==> config.mk <==
export PLATFORM = sky130hd
export DESIGN_NAME = slot_bitmap_circular_search
export DESIGN_NICKNAME = d
export VERILOG_FILES = /design/src/rtl/sbcs_pkg.sv /design/src/rtl/sbcs_store.sv /design/src/rtl/sbcs_mod.sv /design/src/rtl/slot_bitmap_circular_search.sv
export SDC_FILE = /design/constraint.sdc
export NUM_CORES = 1
export LEC_CHECK = 0
export BUFFER_PORTS_ARGS = -buffer_cell sky130_fd_sc_hd__buf_2
export CAP_MARGIN = 20
export CORE_MARGIN = 3
export CORE_UTILIZATION = 60
export DETAILED_ROUTE_END_ITERATION = 6
export GPL_ROUTABILITY_DRIVEN = 0
export PLACE_DENSITY = 0.87
export REMOVE_ABC_BUFFERS = 1
export SETUP_SLACK_MARGIN = 0.02
export SLEW_MARGIN = 20
export SYNTH_ARGS = -nofsm -noshare
export SYNTH_HDL_FRONTEND = slang
export SYNTH_SLANG_ARGS = --single-unit
==> constraint.sdc <==
create_clock -name clk -period 10.45 [get_ports clk]
set_input_delay 1.5675 -clock clk [delete_from_list [all_inputs] [get_ports clk]]
set_output_delay 1.5675 -clock clk [all_outputs]
set_load 0.03 [all_outputs]
==> src/rtl/sbcs_pkg.sv <==
// ----------------------------------------------------------------------------
// sbcs_pkg
// Shared constants, command codes, store request type and byte helpers for
// the slot bitmap search block.
// ----------------------------------------------------------------------------
package sbcs_pkg;

	localparam int MAX_BYTES = 32;
	localparam int ADDR_W    = $clog2(MAX_BYTES);
	localparam int LEN_W     = 6;

	localparam logic [3:0] CMD_SET        = 4'd0;
	localparam logic [3:0] CMD_GET        = 4'd1;
	localparam logic [3:0] CMD_FILL       = 4'd2;
	localparam logic [3:0] CMD_OR_BYTE    = 4'd3;
	localparam logic [3:0] CMD_WRITE_BYTE = 4'd4;
	localparam logic [3:0] CMD_NEXT_SET   = 4'd5;
	localparam logic [3:0] CMD_NEXT_CLEAR = 4'd6;
	localparam logic [3:0] CMD_RAND_CLEAR = 4'd7;
	localparam logic [3:0] CMD_COUNT      = 4'd8;

	typedef struct packed {
		logic                 rd_en;
		logic [ADDR_W-1:0]    rd_addr;
		logic                 wr_en;
		logic [ADDR_W-1:0]    wr_addr;
		logic [7:0]           wr_data;
		logic                 clr;
		logic [MAX_BYTES-1:0] keep;
	} store_req_t;

	// index of the lowest set bit, 0 when none
	function automatic logic [2:0] lowest_one(input logic [7:0] m);
		logic [2:0] idx;
		idx = 3'd0;
		for (int i = 7; i >= 0; i--) begin
			if (m[i]) begin
				idx = 3'(i);
			end
		end
		return idx;
	endfunction

	function automatic logic [3:0] popcount8(input logic [7:0] m);
		logic [3:0] c;
		c = 4'd0;
		for (int i = 0; i < 8; i++) begin
			c = c + 4'(m[i]);
		end
		return c;
	endfunction

endpackage

==> src/rtl/sbcs_store.sv <==
// ----------------------------------------------------------------------------
// sbcs_store
// Bitmap byte memory: one write and one registered read per cycle, with a
// per-byte valid flag so unwritten or trimmed bytes read as zero.
// ----------------------------------------------------------------------------
module sbcs_store (
	input  logic                clk,
	input  logic                arst_n,
	input  sbcs_pkg::store_req_t req,
	output logic [7:0]          rdata
);

	logic [7:0]                     mem [sbcs_pkg::MAX_BYTES];
	logic [sbcs_pkg::MAX_BYTES-1:0] vld_q;
	logic [7:0]                     rd_mem_q;
	logic                           rd_vld_q;

	always_ff @(posedge clk) begin
		if (req.wr_en) begin
			mem[req.wr_addr] <= req.wr_data;
		end
		if (req.rd_en) begin
			rd_mem_q <= mem[req.rd_addr];
		end
	end

	always_ff @(posedge clk or negedge arst_n) begin
		if (!arst_n) begin
			vld_q    <= '0;
			rd_vld_q <= 1'b0;
		end else begin
			// length change drops bytes past the new end
			if (req.clr) begin
				vld_q <= vld_q & req.keep;
			end
			if (req.wr_en) begin
				vld_q[req.wr_addr] <= 1'b1;
			end
			if (req.rd_en) begin
				rd_vld_q <= vld_q[req.rd_addr];
			end
		end
	end

	assign rdata = rd_vld_q ? rd_mem_q : 8'h00;

endmodule

==> src/rtl/sbcs_mod.sv <==
// ----------------------------------------------------------------------------
// sbcs_mod
// Restoring remainder unit, one dividend bit per cycle; gives the start
// byte of the random clear-bit search.
// ----------------------------------------------------------------------------
module sbcs_mod (
	input  logic        clk,
	input  logic        arst_n,
	input  logic        start,
	input  logic [12:0] dividend,
	input  logic [5:0]  divisor,
	output logic        done,
	output logic [5:0]  rem
);

	logic        busy_q;
	logic        done_q;
	logic [3:0]  cnt_q;
	logic [12:0] dvd_q;
	logic [5:0]  div_q;
	logic [5:0]  rem_q;
	logic [5:0]  rem_sh;

	// remainder stays below the divisor, so it fits in five bits before the shift
	assign rem_sh = {rem_q[4:0], dvd_q[12]};

	always_ff @(posedge clk or negedge arst_n) begin
		if (!arst_n) begin
			busy_q <= 1'b0;
			done_q <= 1'b0;
			cnt_q  <= '0;
		end else begin
			done_q <= 1'b0;
			if (start) begin
				busy_q <= 1'b1;
				cnt_q  <= '0;
			end else if (busy_q) begin
				cnt_q <= cnt_q + 4'd1;
				if (cnt_q == 4'd12) begin
					busy_q <= 1'b0;
					done_q <= 1'b1;
				end
			end
		end
	end

	always_ff @(posedge clk) begin
		if (start) begin
			dvd_q <= dividend;
			div_q <= divisor;
			rem_q <= '0;
		end else if (busy_q) begin
			dvd_q <= {dvd_q[11:0], 1'b0};
			rem_q <= (rem_sh >= div_q) ? (rem_sh - div_q) : rem_sh;
		end
	end

	assign done = done_q;
	assign rem  = rem_q;

endmodule

==> src/rtl/slot_bitmap_circular_search.sv <==
// ----------------------------------------------------------------------------
// slot_bitmap_circular_search
// Slot allocation bitmap with single-bit access, byte merge, fill, circular
// find-first searches and population count.
// ----------------------------------------------------------------------------
// One command beat is worked at a time; input stall is high from acceptance
// until the result is placed in the output register, which may still wait
// while the next command is taken. The bitmap is a 32-byte memory with one
// registered read port, scanned one byte per cycle. Set, get and or-byte read
// the addressed byte, set and or-byte write back the update; write-byte writes on
// acceptance and rejected commands go straight to output. Fill writes each
// byte in turn; next-set, next-clear and count scan the bytes; random-clear
// first finds its start byte with the serial remainder. Reset clears the
// bitmap at once through per-byte valid flags; there is no clearing pass.
module slot_bitmap_circular_search (
	input  logic        clk,
	input  logic        arst_n,
	input  logic        cfg_write,
	input  logic [5:0]  length_bytes,
	input  logic        in_valid,
	output logic        in_stall,
	input  logic [3:0]  command,
	input  logic [7:0]  position,
	input  logic        bit_value,
	input  logic [4:0]  byte_index,
	input  logic [7:0]  byte_data,
	input  logic [15:0] random_number,
	output logic        out_valid,
	input  logic        out_stall,
	output logic        found,
	output logic [7:0]  slot,
	output logic        bit_out,
	output logic [8:0]  set_count,
	output logic        in_range
);

	localparam logic [2:0] ST_IDLE = 3'd0;
	localparam logic [2:0] ST_RMW  = 3'd1;
	localparam logic [2:0] ST_FILL = 3'd2;
	localparam logic [2:0] ST_MOD  = 3'd3;
	localparam logic [2:0] ST_SCAN = 3'd4;
	localparam logic [2:0] ST_OUT  = 3'd5;

	localparam int AW = sbcs_pkg::ADDR_W;
	localparam int LW = sbcs_pkg::LEN_W;

	logic [2:0]    state_q;
	logic [LW-1:0] len_q;
	logic [LW-1:0] n_bytes;
	logic [AW-1:0] n_last;
	logic [LW-1:0] n_new;

	logic [3:0]    cmd_q;
	logic [7:0]    pos_q;
	logic          bv_q;
	logic [7:0]    bdat_q;
	logic [AW-1:0] rmw_addr_q;

	logic [AW-1:0] addr_q;
	logic [LW-1:0] k_q;
	logic [LW-1:0] last_k_q;
	logic [2:0]    off_q;
	logic          want_q;
	logic          count_q;
	logic [8:0]    acc_q;
	logic [AW-1:0] fill_q;

	logic          rv_s1;
	logic [LW-1:0] k_s1;
	logic [AW-1:0] addr_s1;

	logic          res_found_q;
	logic [7:0]    res_slot_q;
	logic          res_bit_q;
	logic [8:0]    res_cnt_q;
	logic          res_inr_q;

	logic          out_valid_q;
	logic          found_q;
	logic [7:0]    slot_q;
	logic          bit_out_q;
	logic [8:0]    set_count_q;
	logic          in_range_q;

	logic          accept;
	logic          len_ok;
	logic          pos_ok;
	logic          byte_ok;
	logic          scan_rd;
	logic          mod_start;
	logic          mod_done;
	logic [5:0]    mod_rem;
	logic [7:0]    rdata;
	logic [7:0]    bit_mask;
	logic [7:0]    rmw_byte;
	logic [7:0]    scan_mask;
	logic [7:0]    scan_hit;
	logic [8:0]    acc_next;
	logic          load_out;

	sbcs_pkg::store_req_t store_req;

	// effective length, limited to the store depth
	assign n_bytes = (len_q > LW'(sbcs_pkg::MAX_BYTES)) ? LW'(sbcs_pkg::MAX_BYTES) : len_q;
	assign n_last  = AW'(n_bytes - LW'(1));
	assign n_new   = (length_bytes > LW'(sbcs_pkg::MAX_BYTES)) ?
		LW'(sbcs_pkg::MAX_BYTES) : length_bytes;

	assign accept  = (state_q == ST_IDLE) && in_valid;
	assign len_ok  = (n_bytes != '0);
	assign pos_ok  = len_ok && ({1'b0, position[7:3]} < n_bytes);
	assign byte_ok = len_ok && ({1'b0, byte_index} < n_bytes);
	assign scan_rd = (state_q == ST_SCAN) && (k_q <= last_k_q);
	assign mod_start = accept && (command == sbcs_pkg::CMD_RAND_CLEAR) && len_ok;

	assign bit_mask = 8'h01 << pos_q[2:0];
	assign rmw_byte = (cmd_q == sbcs_pkg::CMD_OR_BYTE) ? (rdata | bdat_q) :
		(bv_q ? (rdata | bit_mask) : (rdata & ~bit_mask));

	// first byte of a circular search skips bits below the start, the wrap byte keeps only those
	always_comb begin
		scan_mask = 8'hFF;
		if (k_s1 == '0) begin
			scan_mask = 8'hFF << off_q;
		end else if (k_s1 == n_bytes) begin
			scan_mask = (8'h01 << off_q) - 8'h01;
		end
	end

	assign scan_hit = (want_q ? rdata : ~rdata) & scan_mask;
	assign acc_next = acc_q + 9'(sbcs_pkg::popcount8(rdata));
	assign load_out = (state_q == ST_OUT) && (!out_valid_q || !out_stall);

	always_comb begin
		store_req = '0;
		if (accept && (command inside {sbcs_pkg::CMD_SET, sbcs_pkg::CMD_GET,
				sbcs_pkg::CMD_OR_BYTE})) begin
			store_req.rd_en   = 1'b1;
			store_req.rd_addr = (command == sbcs_pkg::CMD_OR_BYTE) ? byte_index : position[7:3];
		end else if (scan_rd) begin
			store_req.rd_en   = 1'b1;
			store_req.rd_addr = addr_q;
		end
		if (accept && (command == sbcs_pkg::CMD_WRITE_BYTE) && byte_ok) begin
			store_req.wr_en   = 1'b1;
			store_req.wr_addr = byte_index;
			store_req.wr_data = byte_data;
		end else if ((state_q == ST_RMW) && (cmd_q != sbcs_pkg::CMD_GET)) begin
			store_req.wr_en   = 1'b1;
			store_req.wr_addr = rmw_addr_q;
			store_req.wr_data = rmw_byte;
		end else if (state_q == ST_FILL) begin
			store_req.wr_en   = 1'b1;
			store_req.wr_addr = fill_q;
			store_req.wr_data = bv_q ? 8'hFF : 8'h00;
		end
		store_req.clr = cfg_write;
		for (int b = 0; b < sbcs_pkg::MAX_BYTES; b++) begin
			store_req.keep[b] = (LW'(b) < n_new);
		end
	end

	sbcs_store u_store (
		.clk    (clk),
		.arst_n (arst_n),
		.req    (store_req),
		.rdata  (rdata)
	);

	sbcs_mod u_mod (
		.clk      (clk),
		.arst_n   (arst_n),
		.start    (mod_start),
		.dividend (random_number[15:3]),
		.divisor  (n_bytes),
		.done     (mod_done),
		.rem      (mod_rem)
	);

	// control
	always_ff @(posedge clk or negedge arst_n) begin
		if (!arst_n) begin
			state_q     <= ST_IDLE;
			len_q       <= '0;
			rv_s1       <= 1'b0;
			out_valid_q <= 1'b0;
		end else begin
			if (cfg_write) begin
				len_q <= length_bytes;
			end
			rv_s1 <= scan_rd;
			if (load_out) begin
				out_valid_q <= 1'b1;
			end else if (!out_stall) begin
				out_valid_q <= 1'b0;
			end
			case (state_q)
				ST_IDLE: begin
					if (in_valid) begin
						state_q <= ST_OUT;
						case (command)
							sbcs_pkg::CMD_SET, sbcs_pkg::CMD_GET: begin
								if (pos_ok) state_q <= ST_RMW;
							end
							sbcs_pkg::CMD_OR_BYTE: begin
								if (byte_ok) state_q <= ST_RMW;
							end
							sbcs_pkg::CMD_FILL: begin
								if (len_ok) state_q <= ST_FILL;
							end
							sbcs_pkg::CMD_NEXT_SET: begin
								if (pos_ok) state_q <= ST_SCAN;
							end
							sbcs_pkg::CMD_NEXT_CLEAR, sbcs_pkg::CMD_COUNT: begin
								if (len_ok) state_q <= ST_SCAN;
							end
							sbcs_pkg::CMD_RAND_CLEAR: begin
								if (len_ok) state_q <= ST_MOD;
							end
							default: begin
								state_q <= ST_OUT;
							end
						endcase
					end
				end
				ST_RMW: begin
					state_q <= ST_OUT;
				end
				ST_FILL: begin
					if (fill_q == n_last) state_q <= ST_OUT;
				end
				ST_MOD: begin
					if (mod_done) state_q <= ST_SCAN;
				end
				ST_SCAN: begin
					if (rv_s1) begin
						if (!count_q && (scan_hit != 8'h00)) begin
							state_q <= ST_OUT;
						end else if (k_s1 == last_k_q) begin
							state_q <= ST_OUT;
						end
					end
				end
				ST_OUT: begin
					if (load_out) state_q <= ST_IDLE;
				end
				default: begin
					state_q <= ST_IDLE;
				end
			endcase
		end
	end

	// datapath
	always_ff @(posedge clk) begin
		k_s1    <= k_q;
		addr_s1 <= addr_q;
		if (accept) begin
			cmd_q       <= command;
			pos_q       <= position;
			bv_q        <= bit_value;
			bdat_q      <= byte_data;
			rmw_addr_q  <= (command == sbcs_pkg::CMD_OR_BYTE) ? byte_index : position[7:3];
			fill_q      <= '0;
			k_q         <= '0;
			acc_q       <= '0;
			count_q     <= (command == sbcs_pkg::CMD_COUNT);
			want_q      <= (command == sbcs_pkg::CMD_NEXT_SET);
			res_found_q <= 1'b0;
			res_slot_q  <= '0;
			res_bit_q   <= 1'b0;
			res_cnt_q   <= '0;
			res_inr_q   <= 1'b0;
			addr_q      <= '0;
			off_q       <= '0;
			last_k_q    <= n_bytes - LW'(1);
			case (command)
				sbcs_pkg::CMD_SET, sbcs_pkg::CMD_GET: begin
					res_inr_q <= pos_ok;
				end
				sbcs_pkg::CMD_OR_BYTE, sbcs_pkg::CMD_WRITE_BYTE: begin
					res_inr_q <= byte_ok;
				end
				sbcs_pkg::CMD_FILL, sbcs_pkg::CMD_NEXT_CLEAR, sbcs_pkg::CMD_COUNT: begin
					res_inr_q <= len_ok;
				end
				sbcs_pkg::CMD_NEXT_SET: begin
					res_inr_q <= pos_ok;
					addr_q    <= position[7:3];
					off_q     <= position[2:0];
					if (position[2:0] != 3'd0) last_k_q <= n_bytes;
				end
				sbcs_pkg::CMD_RAND_CLEAR: begin
					res_inr_q <= len_ok;
					off_q     <= random_number[2:0];
					if (random_number[2:0] != 3'd0) last_k_q <= n_bytes;
				end
				default: begin
					res_inr_q <= 1'b0;
				end
			endcase
		end
		if (state_q == ST_RMW) begin
			res_found_q <= (cmd_q != sbcs_pkg::CMD_OR_BYTE);
			res_bit_q   <= (cmd_q == sbcs_pkg::CMD_GET) && rdata[pos_q[2:0]];
		end
		if (state_q == ST_FILL) begin
			fill_q <= fill_q + AW'(1);
		end
		if ((state_q == ST_MOD) && mod_done) begin
			addr_q <= mod_rem[AW-1:0];
		end
		if (scan_rd) begin
			k_q    <= k_q + LW'(1);
			addr_q <= (addr_q == n_last) ? '0 : addr_q + AW'(1);
		end
		if ((state_q == ST_SCAN) && rv_s1) begin
			if (count_q) begin
				acc_q     <= acc_next;
				res_cnt_q <= acc_next;
			end else if (scan_hit != 8'h00) begin
				res_found_q <= 1'b1;
				res_slot_q  <= {addr_s1, sbcs_pkg::lowest_one(scan_hit)};
			end
		end
		if (load_out) begin
			found_q     <= res_found_q;
			slot_q      <= res_slot_q;
			bit_out_q   <= res_bit_q;
			set_count_q <= res_cnt_q;
			in_range_q  <= res_inr_q;
		end
	end

	assign in_stall  = (state_q != ST_IDLE);
	assign out_valid = out_valid_q;
	assign found     = found_q;
	assign slot      = slot_q;
	assign bit_out   = bit_out_q;
	assign set_count = set_count_q;
	assign in_range  = in_range_q;

`ifndef ASSERT_OFF
	a_mod_done_in_mod: assert property (@(posedge clk) disable iff (!arst_n)
		mod_done |-> (state_q == ST_MOD))
		else $error("remainder finished outside its wait state");

	a_found_in_range: assert property (@(posedge clk) disable iff (!arst_n)
		out_valid_q |-> (!found_q || in_range_q))
		else $error("found reported for an out-of-range beat");

	a_scan_bound: assert property (@(posedge clk) disable iff (!arst_n)
		((state_q == ST_SCAN) && rv_s1) |-> (k_s1 <= last_k_q))
		else $error("scan evaluated a byte past its last step");

	a_no_write_in_scan: assert property (@(posedge clk) disable iff (!arst_n)
		store_req.wr_en |-> (state_q != ST_SCAN))
		else $error("bitmap written during a search");
`endif

endmodule
# Yosys cells after proc, flatten, opt, wreduce, memory -nomap -nowiden
# Memories as Yosys holds them, arrays and structs flattened. A register that Yosys moved wholly into a read port is not among the register bits.
# Cells that the tools add are included.
# word_totals
ff_bits	182
latchBits	0
ramBits	256
romBits	0
out_inout_bits	22
memories	1
# op_classes
add_sub_neg	15
n_mul	0
n_div	0
order_cmp	42
eq_ne	29
shifts	3
n_mux	92
bitwise_logic	8
reduce_logical	40
# mem_list
name	depth	word_bits	rd	rd_clocked_by_memory_dff	wr	line	rtl
u_store.mem	32	8	1	1	1	sbcs_store.sv:13	logic [7:0] mem [sbcs_pkg::MAX_BYTES];
# op_table
op	n
$lt 5x6->1 const A	16
$mux 8	11
$mux 32	2
$mux 3	19
$mux 9	6
$lt 4x6->1 const A	8
$mux 6	8
$mux 5	9
$mux 14	3
$pmux 3 s6	2
$and 32x32->32	1
$or 32x32->32	1
$mux 13	2
$lt 3x6->1 const A	4
$mux 1	22
$add 4x1->4	4
$and 8x8->8	2
$eq 4x3->1 const B	4
$logic_and 1x1->1	16
$not 8->8	2
$or 8x8->8	2
$shl 1x3->8 const A	2
$reduce_bool 3->1	5
$eq 4x2->1 const B	3
other kinds (51)	75

# Depth between registers and ports, before layout
# Gate-level depths: netlist of run 1.
# depth
word_depth	17
mapped_depth	19
ltp_nobuf	19

# By module
# Synthesis of run 1 repeated with hierarchy kept, for this count alone.
# hier_totals
cells_unflattened	1467
area_unflattened_um2	20499.7
# modules_own_cells
mod	instances	cells_per_inst	area_per_inst_um2	seq_area_each_um2
sbcs_store	1	578	11685.0	8753.4
slot_bitmap_circular_search	1	764	7272.0	3138.0
sbcs_mod	1	125	1542.7	840.8

# Worst setup path after synthesis of run 1
# Ideal clock, no wire load.
# synth_timing
path_type	input to register
start	input byte_index[0]
end	memory u_store.mem[0][4], data pin
setup_ps	377
arrival_ps	4381
required_time_ps	10073
slack_ps	5692
cell_stages	9
path_buffers	2
path_cell_list	or3b_1 a21o_1 a21o_1 a2111o_1 a211oi_4 buf_6 clkbuf_1 a211oi_1 a21oi_1
# synth_rtl
item	line	rtl
start: declaration	slot_bitmap_circular_search.sv:25	input logic [4:0] byte_index,
end: declaration	sbcs_store.sv:13	

# Worst setup path in the final report of run 1
# layout_timing
start	input in_valid
end	register u_store.rd_mem_q[5], read port of u_store.mem, data pin
# layout_between
elab_chain_cells	3
# layout_lines
item	line	rtl
start: declaration	slot_bitmap_circular_search.sv:20	input logic in_valid,
$logic_and 1x1->1	slot_bitmap_circular_search.sv:109	assign accept = (state_q == ST_IDLE) && in_valid;
named net accept	slot_bitmap_circular_search.sv:85	logic accept;
$logic_and 1x1->1	slot_bitmap_circular_search.sv:136	if (accept && (command inside {sbcs_pkg::CMD_SET, sbcs_pkg::CMD_GET,
$mux 6	slot_bitmap_circular_search.sv:136	
end: declaration	sbcs_store.sv:15	logic [7:0] rd_mem_q;
# The timed path passes the listed nets, and every way through them passes these cells.
# A chain may end at the register's enable or synchronous reset.

==> flow_metrics.env, run 1 <==
export IMPL_crit_buf_inv=6
export IMPL_synth_compound_area_share_pct=12.5
export IMPL_cts_resized_gates=0
export IMPL_synthAdderAreaFrac_pct=2.53
export IMPL_grt_pass1_vias=14100
export IMPL_h_tree_depth=2
export IMPL_ant_nets=0
export IMPL_slowest_delay_ns=0.89
export IMPL_final_util_pct=68.1
export IMPL_finalSetupViolCount=0
export IMPL_period_needed_ns=5.57
export IMPL_crit_family="buffers and inverters"
export IMPL_dieArea_um2=36600
export IMPL_drv_slew=0
export IMPL_coreArea_um2=33700
export IMPL_wl_per_cell_um=24.2
export IMPL_powerDensity_nw_per_um2=272
export IMPL_vias=14600
export IMPL_clkSinkCount=446
export IMPL_cp_end_kind="flip-flop"
export IMPL_place_area_um2=21400
export IMPL_start_kind="input pin"
export IMPL_final_nets=1777
export IMPL_ir_drop_mv=0.179
export IMPL_design_area_um2=22900
export IMPL_dp_cells=2086
export IMPL_clock_path_buffers=3
export IMPL_instances_no_fill=2170
export IMPL_slowest_stage="buf_4"
export IMPL_syn_inst=1630
export IMPL_drtIter0Drc=2138
export IMPL_die_h_um=191
export IMPL_synth_top_family_by_area="compound AO/OA/AOI/OAI gates"
export IMPL_worstMarginPinSlew_ns=1.26
export IMPL_async_flop_share_pct=11.2
export IMPL_cts_root_buf="clkbuf_16"
export IMPL_met2_usage_pct=45.8
export IMPL_grtUsageTotal_pct=28.6
export IMPL_slew_headroom_pct=15.4
export IMPL_diodes=0
export IMPL_fin_setup_tns_ns=0
export IMPL_post_route_period_util_pct=53.3
export IMPL_cp_cell_sequence="buf_2 -> or4b_1 -> buf_4 -> inv_1 -> buf_4 -> o211ai_1 -> a21bo_4 -> buf_4 -> buf_4 -> nand2_1 -> o22ai_1 -> o32ai_1 -> o211a_1"
export IMPL_crit_top_cell="buf_4"
export IMPL_synth_edf_count=353
export IMPL_ys_seq_elements=446
export IMPL_ioPinCount=75
export IMPL_io_buffer_count=74
export IMPL_use_met1_pct=39.2
export IMPL_cts_setup_buffers=0
export IMPL_crit_type="input pin to flip-flop"
export IMPL_drv_cap=0
export IMPL_grt_pass1_wl_mm=80.9
export IMPL_critPathArrivalTime_ns=5.88
export IMPL_busiest_layer="met2"
export IMPL_firstDrtPassIters=7
export IMPL_start_util_pct=61.1
export IMPL_ys_dominant_reg_cell="edfxtp_1"
export IMPL_synth_simple_area_share_pct=9.25
export IMPL_finalClockSkew_ns=0.0280
export IMPL_setup_ws_ns=4.88
export IMPL_drive_gt1_share_pct=16.0
export IMPL_avgViaCountPerCell=6.71
export IMPL_worstSkewPairLatency_ns=0.57
export IMPL_cts_tree="yes"
export IMPL_place_ws_ns=4.40
export IMPL_rows=67
export IMPL_drc_errors=10
export IMPL_syn_area_um2=20600
export IMPL_synthToLayoutAreaGrowth_pct=11.5
export IMPL_cp_data_required_time_ns=10.76
export IMPL_violations="DRC"
export IMPL_grt_setup_unrepaired="false"
export IMPL_yosysWarningCount=0
export IMPL_totalWireLength_mm=52.6
export IMPL_finalHoldViolations=0
export IMPL_synth_xor_area_share_pct=2.30
export IMPL_clk_pin_slew_ns=0.06
export IMPL_grt_max_degree=72
export IMPL_fmax_ghz=0.180
export IMPL_totalPowerFinal_mw=6.25
export IMPL_outcome="finished, violations left"
export IMPL_power_leakage_nw=8.40
export IMPL_yosys_mux_area_fraction_pct=8.87
export IMPL_whs_ns=0.426
export IMPL_hold_buffers=0
export IMPL_crit_fanout=69
export IMPL_gr_total_overflow=0
export IMPL_synth_cell_type_count=74
export IMPL_dp_final_hpwl_mm=34.0
export IMPL_hold_class="flip-flop to flip-flop"
export IMPL_numCtsBuffers=45
export IMPL_global_route_usage_met3_pct=5.13
export IMPL_die_w_um=191
export IMPL_synth_yosys_seq_area_share_pct=61.8
export IMPL_grt_antenna_before_repair=0
export IMPL_syn_avg_cell_area_um2=12.6
synthesized netlist by cell type (18+ instances only):
| cell | count | share of area [%] |
|---|---|---|
| edfxtp_1 | 353 | 51 |
| nand2_1 | 137 | 2.5 |
| nor2_1 | 107 | 2.0 |
| mux2i_1 | 106 | 5.2 |
| a21oi_1 | 82 | 2.0 |
| mux2_2 | 64 | 3.5 |
| inv_1 | 59 | 1.1 |
| clkbuf_1 | 58 | 1.1 |
| o21ai_0 | 51 | 1.2 |
| dfrtp_1 | 50 | 6.1 |
| dfxtp_1 | 43 | 4.2 |
| ha_1 | 32 | 1.9 |
| o22ai_1 | 32 | 0.97 |
| xnor2_1 | 28 | 1.2 |
| a211oi_1 | 27 | 0.98 |
| nand3_1 | 26 | 0.63 |
| xor2_1 | 26 | 1.1 |
| a22o_1 | 23 | 0.98 |
| a22oi_1 | 23 | 0.84 |
| buf_2 | 22 | 0.53 |
| a21o_1 | 21 | 0.77 |
| and3_1 | 19 | 0.58 |
| nor2b_1 | 18 | 0.55 |
power by group:
part | switching (mW) | leakage (nW) | internal (mW)
logic | 1.30 | 3.39 | 0.766
clock network | 0.692 | 0.760 | 1.00
registers | 0.223 | 4.25 | 2.27
cell usage in the layout, fill, tap and decap left out, drive strengths merged, types with 15 or more instances in the layout:
master,count
a22oi,23
inv,61
ha,32
clkbuf,54
mux2,64
dfrtp,50
and3,19
a21oi,83
a21o,21
and2,17
nor2,107
xor2,26
nand3,26
a22o,23
nor3,15
buf,96
dfxtp,43
edfxtp,353
clkinv,17
nand2b,16
a211oi,28
nand2,137
o211ai,17
nor2b,18
xnor2,28
a31oi,15
o22ai,32
mux2i,106
o21ai,60
layout make-up:
class	instances	area, µm²
timing repair buffer	96	543
inverter	59	221
clock inverter	29	352
fill	2268	10800
clock buffer	54	1200
sequential	446	12700
multi-input combinational	1038	7360
tap	448	561
registers in the layout, summed over array words and instances (netlist names), 4 cells and up:
| name | cells |
|---|---|
| rmw_addr_q | 5 |
| addr_s1 | 5 |
| acc_q | 9 |
| u_store.vld_q | 32 |
| res_cnt_q | 9 |
| addr_q | 5 |
| cmd_q | 4 |
| last_k_q | 6 |
| fill_q | 5 |
| k_q | 6 |
| set_count | 9 |
| u_store.rd_mem_q | 8 |
| u_mod.div_q | 6 |
| len_q | 6 |
| slot | 8 |
| u_mod.cnt_q | 4 |
| res_slot_q | 8 |
| u_store.mem | 256 |
| k_s1 | 6 |
| bdat_q | 8 |
| u_mod.dvd_q | 13 |
| u_mod.rem | 5 |
kinds of logic after synthesis:
group	Yosys count
AO/OA/AOI/OAI	372
AND/OR/NAND/NOR	402
buffers and inverters	146
flip-flops	446
multiplexers	172
XOR/XNOR	54
adder cells (fa/ha/maj)	38
worst paths after layout:
kind / from / endpoint / slack, ns / cells past startpoint
setup / recovery: in_valid / u_store.rd_mem_q[5]$_DFFE_PP_ / 4.88 / 13
hold / removal: res_bit_q$_SDFFCE_PN0P_ / bit_out$_DFFE_PP_ / 0.43 / 0
setup reg to reg: state_q[2]$_DFFE_PN0P_ / u_store.rd_mem_q[5]$_DFFE_PP_ / 5.34 / 12
hold reg to reg: res_bit_q$_SDFFCE_PN0P_ / bit_out$_DFFE_PP_ / 0.43 / 0
max in group asynchronous: arst_n / u_store.vld_q[13]$_DFF_PN0_ / 8.85 / 2
min in group asynchronous: arst_n / u_mod.cnt_q[0]$_DFFE_PN0P_ / 1.15 / 2
layer usage:
| metal | up-vias | share of wire (%) |
|---|---|---|
| li1 | 6254 | - |
| met1 | 7046 | 38 |
| met5 | - | 0 |
| met2 | 1053 | 47 |
| met4 | 0 | 4.3 |
| met3 | 205 | 11 |
Note: power is estimated with default switching activity, not from simulation.
==> run 2, diff against run 1 <==
- CORE_UTILIZATION: 60 -> 56
- PLACE_DENSITY: 0.87 -> 0.85
- clock period: 10.45 -> 5.1 ns (I/O delays scaled with it)
==> run 2 against run 1 <==
Against the previous run: the run now ends clean; cell count is 1.6% higher; sequential cell count stayed put; clock-buffer cell count is 4 higher; clock power is 98% higher; wire length is 6.1% lower; critical path depth is 6 higher; first-iteration DRC count is 9.9% lower; register-to-register slack worse by 4.7 ns; worst setup slack worse by 4.2 ns; sequential share of layout area is 0.36 points lower; non-clock buffer count is 25 higher; design area is 0.65% higher; critical endpoint is now acc_q[8]$_DFF_P_; highest routed layer unchanged.
==> flow_metrics.env, run 2 (synthesis results as in run 1) <==
export IMPL_clk_pin_slew_ns=0.07
export IMPL_slew_headroom_pct=19.9
export IMPL_drv_slew=0
export IMPL_crit_fanout=15
export IMPL_final_cell_mix="353 x edfxtp_1, 137 x nand2_1, 107 x nor2_1"
export IMPL_wl_per_cell_um=22.4
export IMPL_ir_drop_mv=0.269
export IMPL_rows=69
export IMPL_largest_reg_flops=256
export IMPL_clkSinkCount=446
export IMPL_whs_ns=0.350
export IMPL_finalHoldViolations=0
export IMPL_grtUsageTotal_pct=25.1
export IMPL_power_share_clock_pct=26.4
export IMPL_nFillCells=2489
export IMPL_drc_errors=0
export IMPL_dp_cells=2125
export IMPL_totalWireLength_mm=49.4
export IMPL_power_leakage_nw=8.50
export IMPL_comb_power_share_pct=33.8
export IMPL_cts_root_buf="clkbuf_16"
export IMPL_powerDensity_nw_per_um2=548
export IMPL_p_int_mw=8.23
export IMPL_start_util_pct=57.3
export IMPL_switchingPower_mw=4.43
export IMPL_final_common_cell="edfxtp_1"
export IMPL_grt_antenna_before_repair=1
export IMPL_power_frac_seq_pct=39.8
export IMPL_top_register="u_store.mem"
export IMPL_coreArea_um2=35900
export IMPL_r2r_start="u_store.rd_vld_q$_DFFE_PN0P_"
export IMPL_io_buffer_count=74
export IMPL_hold_buffers=0
export IMPL_fmax_ghz=0.226
export IMPL_grt_pass1_vias=13800
export IMPL_finalClockSkew_ns=0.0202
export IMPL_swShare_pct=35.0
export IMPL_instances_no_fill=2204
export IMPL_worstSetupEndpoint="acc_q[8]$_DFF_P_"
export IMPL_grt_max_degree=51
export IMPL_clock_path_buffers=3
export IMPL_worstMarginPinSlew_ns=1.19
export IMPL_totalPowerFinal_mw=12.7
export IMPL_setup_ws_ns=0.669
export IMPL_drtIter0Drc=1926
export IMPL_grt_setup_unrepaired="false"
export IMPL_cp_end_kind="flip-flop"
export IMPL_slowest_stage="dfrtp_1"
export IMPL_crit_type="flip-flop to flip-flop"
export IMPL_cp_data_required_time_ns=5.55
export IMPL_worstSetupStartpoint="u_store.rd_vld_q$_DFFE_PN0P_"
export IMPL_drv_cap=0
export IMPL_ioPinCount=75
export IMPL_start_kind="flip-flop"
export IMPL_cts_tree="yes"
export IMPL_avgViaCountPerCell=6.40
export IMPL_r2r_slack_ns=0.67
export IMPL_cts_resized_gates=0
export IMPL_reg2reg_to="acc_q[8]$_DFF_P_"
export IMPL_synthToLayoutAreaGrowth_pct=12.2
export IMPL_critPathArrivalTime_ns=4.88
export IMPL_r2r_cells=19
export IMPL_numCtsBuffers=44
export IMPL_cts_setup_buffers=0
export IMPL_cp_cell_sequence="nand2_1 -> inv_1 -> fa_1 -> inv_1 -> fa_1 -> inv_1 -> fa_1 -> inv_1 -> fa_1 -> inv_1 -> fa_1 -> nand2_1 -> nand2_1 -> a21oi_1 -> nor2b_1 -> nand4_1 -> xor2_1 -> nor2_1 -> a21o_1"
export IMPL_largestRegisters="u_store.mem x256, u_store.vld_q x32, u_mod.dvd_q x13"
export IMPL_die_w_um=198
export IMPL_post_route_period_util_pct=86.9
export IMPL_place_ws_ns=0.668
export IMPL_final_nets=1801
export IMPL_grt_pass1_wl_mm=77.0
export IMPL_finalSetupViolCount=0
export IMPL_period_needed_ns=4.43
export IMPL_gr_total_overflow=0
export IMPL_ant_nets=0
export IMPL_slowest_delay_ns=0.54
export IMPL_outcome="finished, final reports clean"
export IMPL_die_h_um=198
export IMPL_drive_gt1_share_pct=16.7
export IMPL_firstDrtPassIters=6
export IMPL_vias=14100
export IMPL_h_tree_depth=2
export IMPL_hold_class="input pin to asynchronous set/reset pin"
export IMPL_dieArea_um2=39100
export IMPL_worstSkewPairLatency_ns=0.55
export IMPL_dp_final_hpwl_mm=33.5
## run 2: cell types whose count changed in the layout (fill, tap and decap cells not counted), moves of 2 or more
| cell | previous run | this run |
|---|---|---|
| buf_12 | 0 | 2 |
| clkinv_4 | 0 | 2 |
| clkbuf_1 | 6 | 10 |
| buf_4 | 21 | 45 |
| clkinv_2 | 11 | 4 |
| clkinvlp_4 | 3 | 1 |
## run 2: worst max-delay path: cells and delay by family, from the launching register on
family                   cells  cell delay [ns]
AO/OA/AOI/OAI                2             0.51
XOR/XNOR                     1             0.14
adder cells (fa/ha/maj)      5             2.07
buffers and inverters        5             0.34
flip-flops                   1             0.54
AND/OR/NAND/NOR              6             0.73
## run 2: how the worst min path moves through the flow
| stage | start | to | slack, ns | cells after the start |
|---|---|---|---|---|
| 2_1_floorplan | k_q[5]$_SDFFCE_PN0P_ | k_s1[5]$_DFF_P_ | 0.40 | 0 |
| 3_3_place_gp | res_bit_q$_SDFFCE_PN0P_ | bit_out$_DFFE_PP_ | 0.40 | 0 |
| 6_report | arst_n | rv_s1$_DFF_PN0_ | 0.35 | 2 |
| 3_5_place_dp | res_inr_q$_DFFE_PP_ | in_range$_DFFE_PP_ | 0.41 | 0 |
| 4_1_cts | arst_n | rv_s1$_DFF_PN0_ | 0.37 | 2 |
| 5_1_grt | bit_value | bv_q$_DFFE_PP_ | 0.39 | 1 |
## run 2: layout make-up
cell class                 count  area (µm²)  area share (%)
clock buffer                  58        1220            5.27
inverter                      59         221           0.959
timing repair buffer         121         748            3.24
tap                          461         577            2.50
multi-input combinational   1038        7350            31.8
clock inverter                20         274            1.19
antenna                        1        2.50          0.0108
sequential                   446       12700            55.0
## run 2: power groups by stage
stage | Combinational [mW] | Clock [mW] | Sequential, mW
2_1_floorplan | 2.88 | 0 | 5.08
3_3_place_gp | 4.04 | 0 | 5.08
3_5_place_dp | 4.18 | 0 | 5.10
4_1_cts | 4.22 | 3.38 | 5.03
5_1_grt | 4.65 | 3.52 | 5.09
6_report | 4.28 | 3.35 | 5.04
## run 2: routing by layer
metal	wire length [µm]	vias up	GRT usage (%)
met3	5070	160	5.60
met1	19500	6792	34.1
met4	1920	0	9.25
li1	-	6301	-
met5	0	-	0
met2	22900	854	40.2
## run 2: stage by stage
stage                     cell area, µm²  util [%]  setup TNS, ns
final                              23100      64.3              0
after detailed placement           21600      60.2              0
after CTS                          23100      64.3              0
after global placement             21600      60.2              0
after floorplan                    20200         -          -8.08
after global routing               23100      64.3              0
==> run 3, diff against run 2 <==
- ABC_AREA: not set -> 1
==> run 3 against run 2 <==
Against the previous run: cell count up 19%; synthesized cell count up 26%; first-iteration DRC count up 6.6%; worst hold slack worse by 0.017 ns; combinational power about the same; via count up 13%; non-clock buffer count down 24; global-route usage up 1.2 points; clock skew down 0.0032 ns; largest power group unchanged.
==> flow_metrics.env, run 3 <==
export IMPL_outcome="finished, final reports clean"
export IMPL_grt_antenna_before_repair=0
export IMPL_grt_pass1_wl_mm=81.5
export IMPL_avgViaCountPerCell=6.06
export IMPL_setup_ws_ns=0.828
export IMPL_place_ws_ns=0.920
export IMPL_yosys_top_cells_count="353 x edfxtp_1, 324 x nand2_1, 258 x inv_1"
export IMPL_fin_setup_tns_ns=0
export IMPL_ys_seq_elements=446
export IMPL_dp_final_hpwl_mm=34.1
export IMPL_slowest_stage="fa_1"
export IMPL_yosys_mux_area_fraction_pct=0.0482
export IMPL_ys_dominant_reg_cell="edfxtp_1"
export IMPL_async_flop_share_pct=11.2
export IMPL_nFillCells=2667
export IMPL_wl_per_cell_um=19.8
export IMPL_synth_top_family_by_area="simple AND/OR/NAND/NOR gates"
export IMPL_totalWireLength_mm=52.0
export IMPL_drc_errors=0
export IMPL_grtUsageTotal_pct=26.3
export IMPL_powerDensity_nw_per_um2=549
export IMPL_worstMarginPinSlew_ns=1.03
export IMPL_cp_cell_sequence="nand2_1 -> inv_1 -> fa_1 -> inv_1 -> fa_1 -> inv_1 -> fa_1 -> inv_1 -> fa_1 -> inv_1 -> fa_1 -> a21oi_1 -> nor2_1 -> o21ai_0 -> nor2_1 -> a21oi_1 -> o21ai_0 -> o21ai_0"
export IMPL_die_h_um=199
export IMPL_ant_nets=0
export IMPL_h_tree_depth=2
export IMPL_synth_cell_type_count=56
export IMPL_synth_yosys_seq_area_share_pct=61.2
export IMPL_gr_total_overflow=0
export IMPL_cts_setup_buffers=0
export IMPL_cts_resized_gates=0
export IMPL_dr_wl_met2_mm=24.5
export IMPL_io_buffer_count=74
export IMPL_synth_xor_area_share_pct=1.14
export IMPL_cp_end_kind="flip-flop"
export IMPL_hold_buffers=0
export IMPL_post_route_period_util_pct=83.8
export IMPL_synth_compound_area_share_pct=12.2
export IMPL_power_leakage_nw=9.39
export IMPL_grt_pass1_vias=15300
export IMPL_cp_data_required_time_ns=5.52
export IMPL_final_common_cell="edfxtp_1"
export IMPL_ir_drop_mv=0.345
export IMPL_cts_root_buf="clkbuf_16"
export IMPL_rows=69
export IMPL_period_needed_ns=4.27
export IMPL_r2r_slack_ns=0.83
export IMPL_r2r_start="u_store.rd_vld_q$_DFFE_PN0P_"
export IMPL_drtIter0Drc=2054
export IMPL_yosysWarningCount=0
export IMPL_start_kind="flip-flop"
export IMPL_dieArea_um2=39500
export IMPL_reg2reg_to="acc_q[6]$_DFF_P_"
export IMPL_start_util_pct=57.6
export IMPL_multi_input_area_um2=6620
export IMPL_worstSetupEndpoint="acc_q[6]$_DFF_P_"
export IMPL_drv_cap=0
export IMPL_synth_simple_area_share_pct=15.8
export IMPL_syn_avg_cell_area_um2=10.1
export IMPL_syn_inst=2055
export IMPL_largestRegisters="u_store.mem x256, u_store.vld_q x32, u_mod.dvd_q x13"
export IMPL_clk_pin_slew_ns=0.06
export IMPL_grt_max_degree=81
export IMPL_final_nets=2215
export IMPL_finalHoldViolations=0
export IMPL_crit_fanout=10
export IMPL_slowest_delay_ns=0.54
export IMPL_r2r_cells=18
export IMPL_hold_class="input pin to asynchronous set/reset pin"
export IMPL_fmax_ghz=0.234
export IMPL_worstSetupStartpoint="u_store.rd_vld_q$_DFFE_PN0P_"
export IMPL_ioPinCount=75
export IMPL_numCtsBuffers=45
export IMPL_largest_reg_flops=256
export IMPL_slew_headroom_pct=31.3
export IMPL_synth_edf_count=353
export IMPL_grt_setup_unrepaired="false"
export IMPL_vias=15900
export IMPL_clkSinkCount=446
export IMPL_ff_latch_area_um2=12700
export IMPL_final_cell_mix="353 x edfxtp_1, 323 x nand2_1, 258 x inv_1"
export IMPL_finalClockSkew_ns=0.0170
export IMPL_wl_met1_mm=19.7
export IMPL_die_w_um=199
export IMPL_crit_type="flip-flop to flip-flop"
export IMPL_critPathArrivalTime_ns=4.69
export IMPL_top_register="u_store.mem"
export IMPL_coreArea_um2=36100
export IMPL_ys_top_cells_by_area="edfxtp_1 51%, dfrtp_1 6.0%, nand2_1 5.9%"
export IMPL_top_layer_used="met4"
export IMPL_synthAdderAreaFrac_pct=2.50
export IMPL_routed_wl_met3_mm=5.67
export IMPL_yosysMostFrequentCell="edfxtp_1"
export IMPL_synthToLayoutAreaGrowth_pct=10.5
export IMPL_worstSkewPairLatency_ns=0.58
export IMPL_drive_gt1_share_pct=10.6
export IMPL_finalSetupViolCount=0
export IMPL_firstDrtPassIters=6
export IMPL_totalPowerFinal_mw=12.6
export IMPL_clock_path_buffers=3
export IMPL_yosys_area_top_type="edfxtp_1"
export IMPL_drv_slew=0
export IMPL_syn_area_um2=20800
export IMPL_cts_tree="yes"
export IMPL_synth_top_cell_area_share_pct=51.0
export IMPL_diodes=0
## run 3: cell count changes after synthesis, sizes merged, moves of 20 or more
cell / previous run / this run
o211ai: 17 / 39
a211oi: 28 / 1
nor2: 107 / 163
buf: 29 / 55
xnor2: 28 / 8
nand2: 137 / 342
mux2i: 106 / 1
clkbuf: 58 / 20
a22o: 23 / 3
a21oi: 83 / 104
o21ai: 60 / 245
nand3: 26 / 189
inv: 59 / 274
mux2: 64 / 0
## run 3: worst max-delay path: cells and delay by family (launching register included)
kind	cells	cell delay (ns)
buf+inv	5	0.35
simple gates	3	0.49
fa+ha+maj	5	2.21
flops	1	0.47
compound gates	5	0.62
## run 3: cell type report
class	instances	share of cell area (%)
Sequential cell	446	55.3
Inverter	277	4.56
Tap cell	461	2.51
Multi-Input combinational cell	1257	28.8
Timing Repair Buffer	97	2.42
Clock inverter	23	0.942
Clock buffer	60	5.46
## run 3: cell families (layout without fill, tap and decap cells)
| kind of cell | Yosys count | count (layout) |
|---|---|---|
| AO/OA/AOI/OAI | 448 | 448 |
| XOR/XNOR | 27 | 27 |
| adder cells (fa/ha/maj) | 38 | 38 |
| buffers and inverters | 352 | 457 |
| flip-flops | 446 | 446 |
| multiplexers | 1 | 1 |
| AND/OR/NAND/NOR | 743 | 743 |
## run 3: layer usage
| metal | vias to the layer above | global-route usage [%] |
|---|---|---|
| li1 | 7227 | - |
| met3 | 165 | 5.08 |
| met2 | 1030 | 42.4 |
| met1 | 7460 | 35.3 |
| met4 | 0 | 11.0 |
| met5 | - | 0 |
## run 3: worst min path at each step
stage,from,cells past startpoint,endpoint
final,arst_n,2,u_store.vld_q[23]$_DFF_PN0_
after floorplan,addr_q[4]$_DFFE_PP_,0,addr_s1[4]$_DFF_P_
after global routing,arst_n,2,u_store.vld_q[23]$_DFF_PN0_
after global placement,addr_q[4]$_DFFE_PP_,0,addr_s1[4]$_DFF_P_
after detailed placement,addr_q[4]$_DFFE_PP_,0,addr_s1[4]$_DFF_P_
after CTS,arst_n,2,u_store.vld_q[22]$_DFF_PN0_
## run 3: stage by stage
stage / std cells / utilization, % / hold WS, ns / instance area (µm²)
6_report: 2621 / 63.7 / 0.332 / 23000
5_1_grt: 2621 / 63.7 / 0.374 / 23000
4_1_cts: 2621 / 63.7 / 0.342 / 23000
3_5_place_dp: 2538 / 59.6 / 0.380 / 21500
3_3_place_gp: 2538 / 59.6 / 0.392 / 21500
2_1_floorplan: 1980 / - / 0.348 / 20300
## run 3: power breakdown
group | internal (mW) | switching (mW)
logic | 1.22 | 3.04
clock network | 1.89 | 1.39
registers | 4.72 | 0.337
total | 7.84 | 4.77
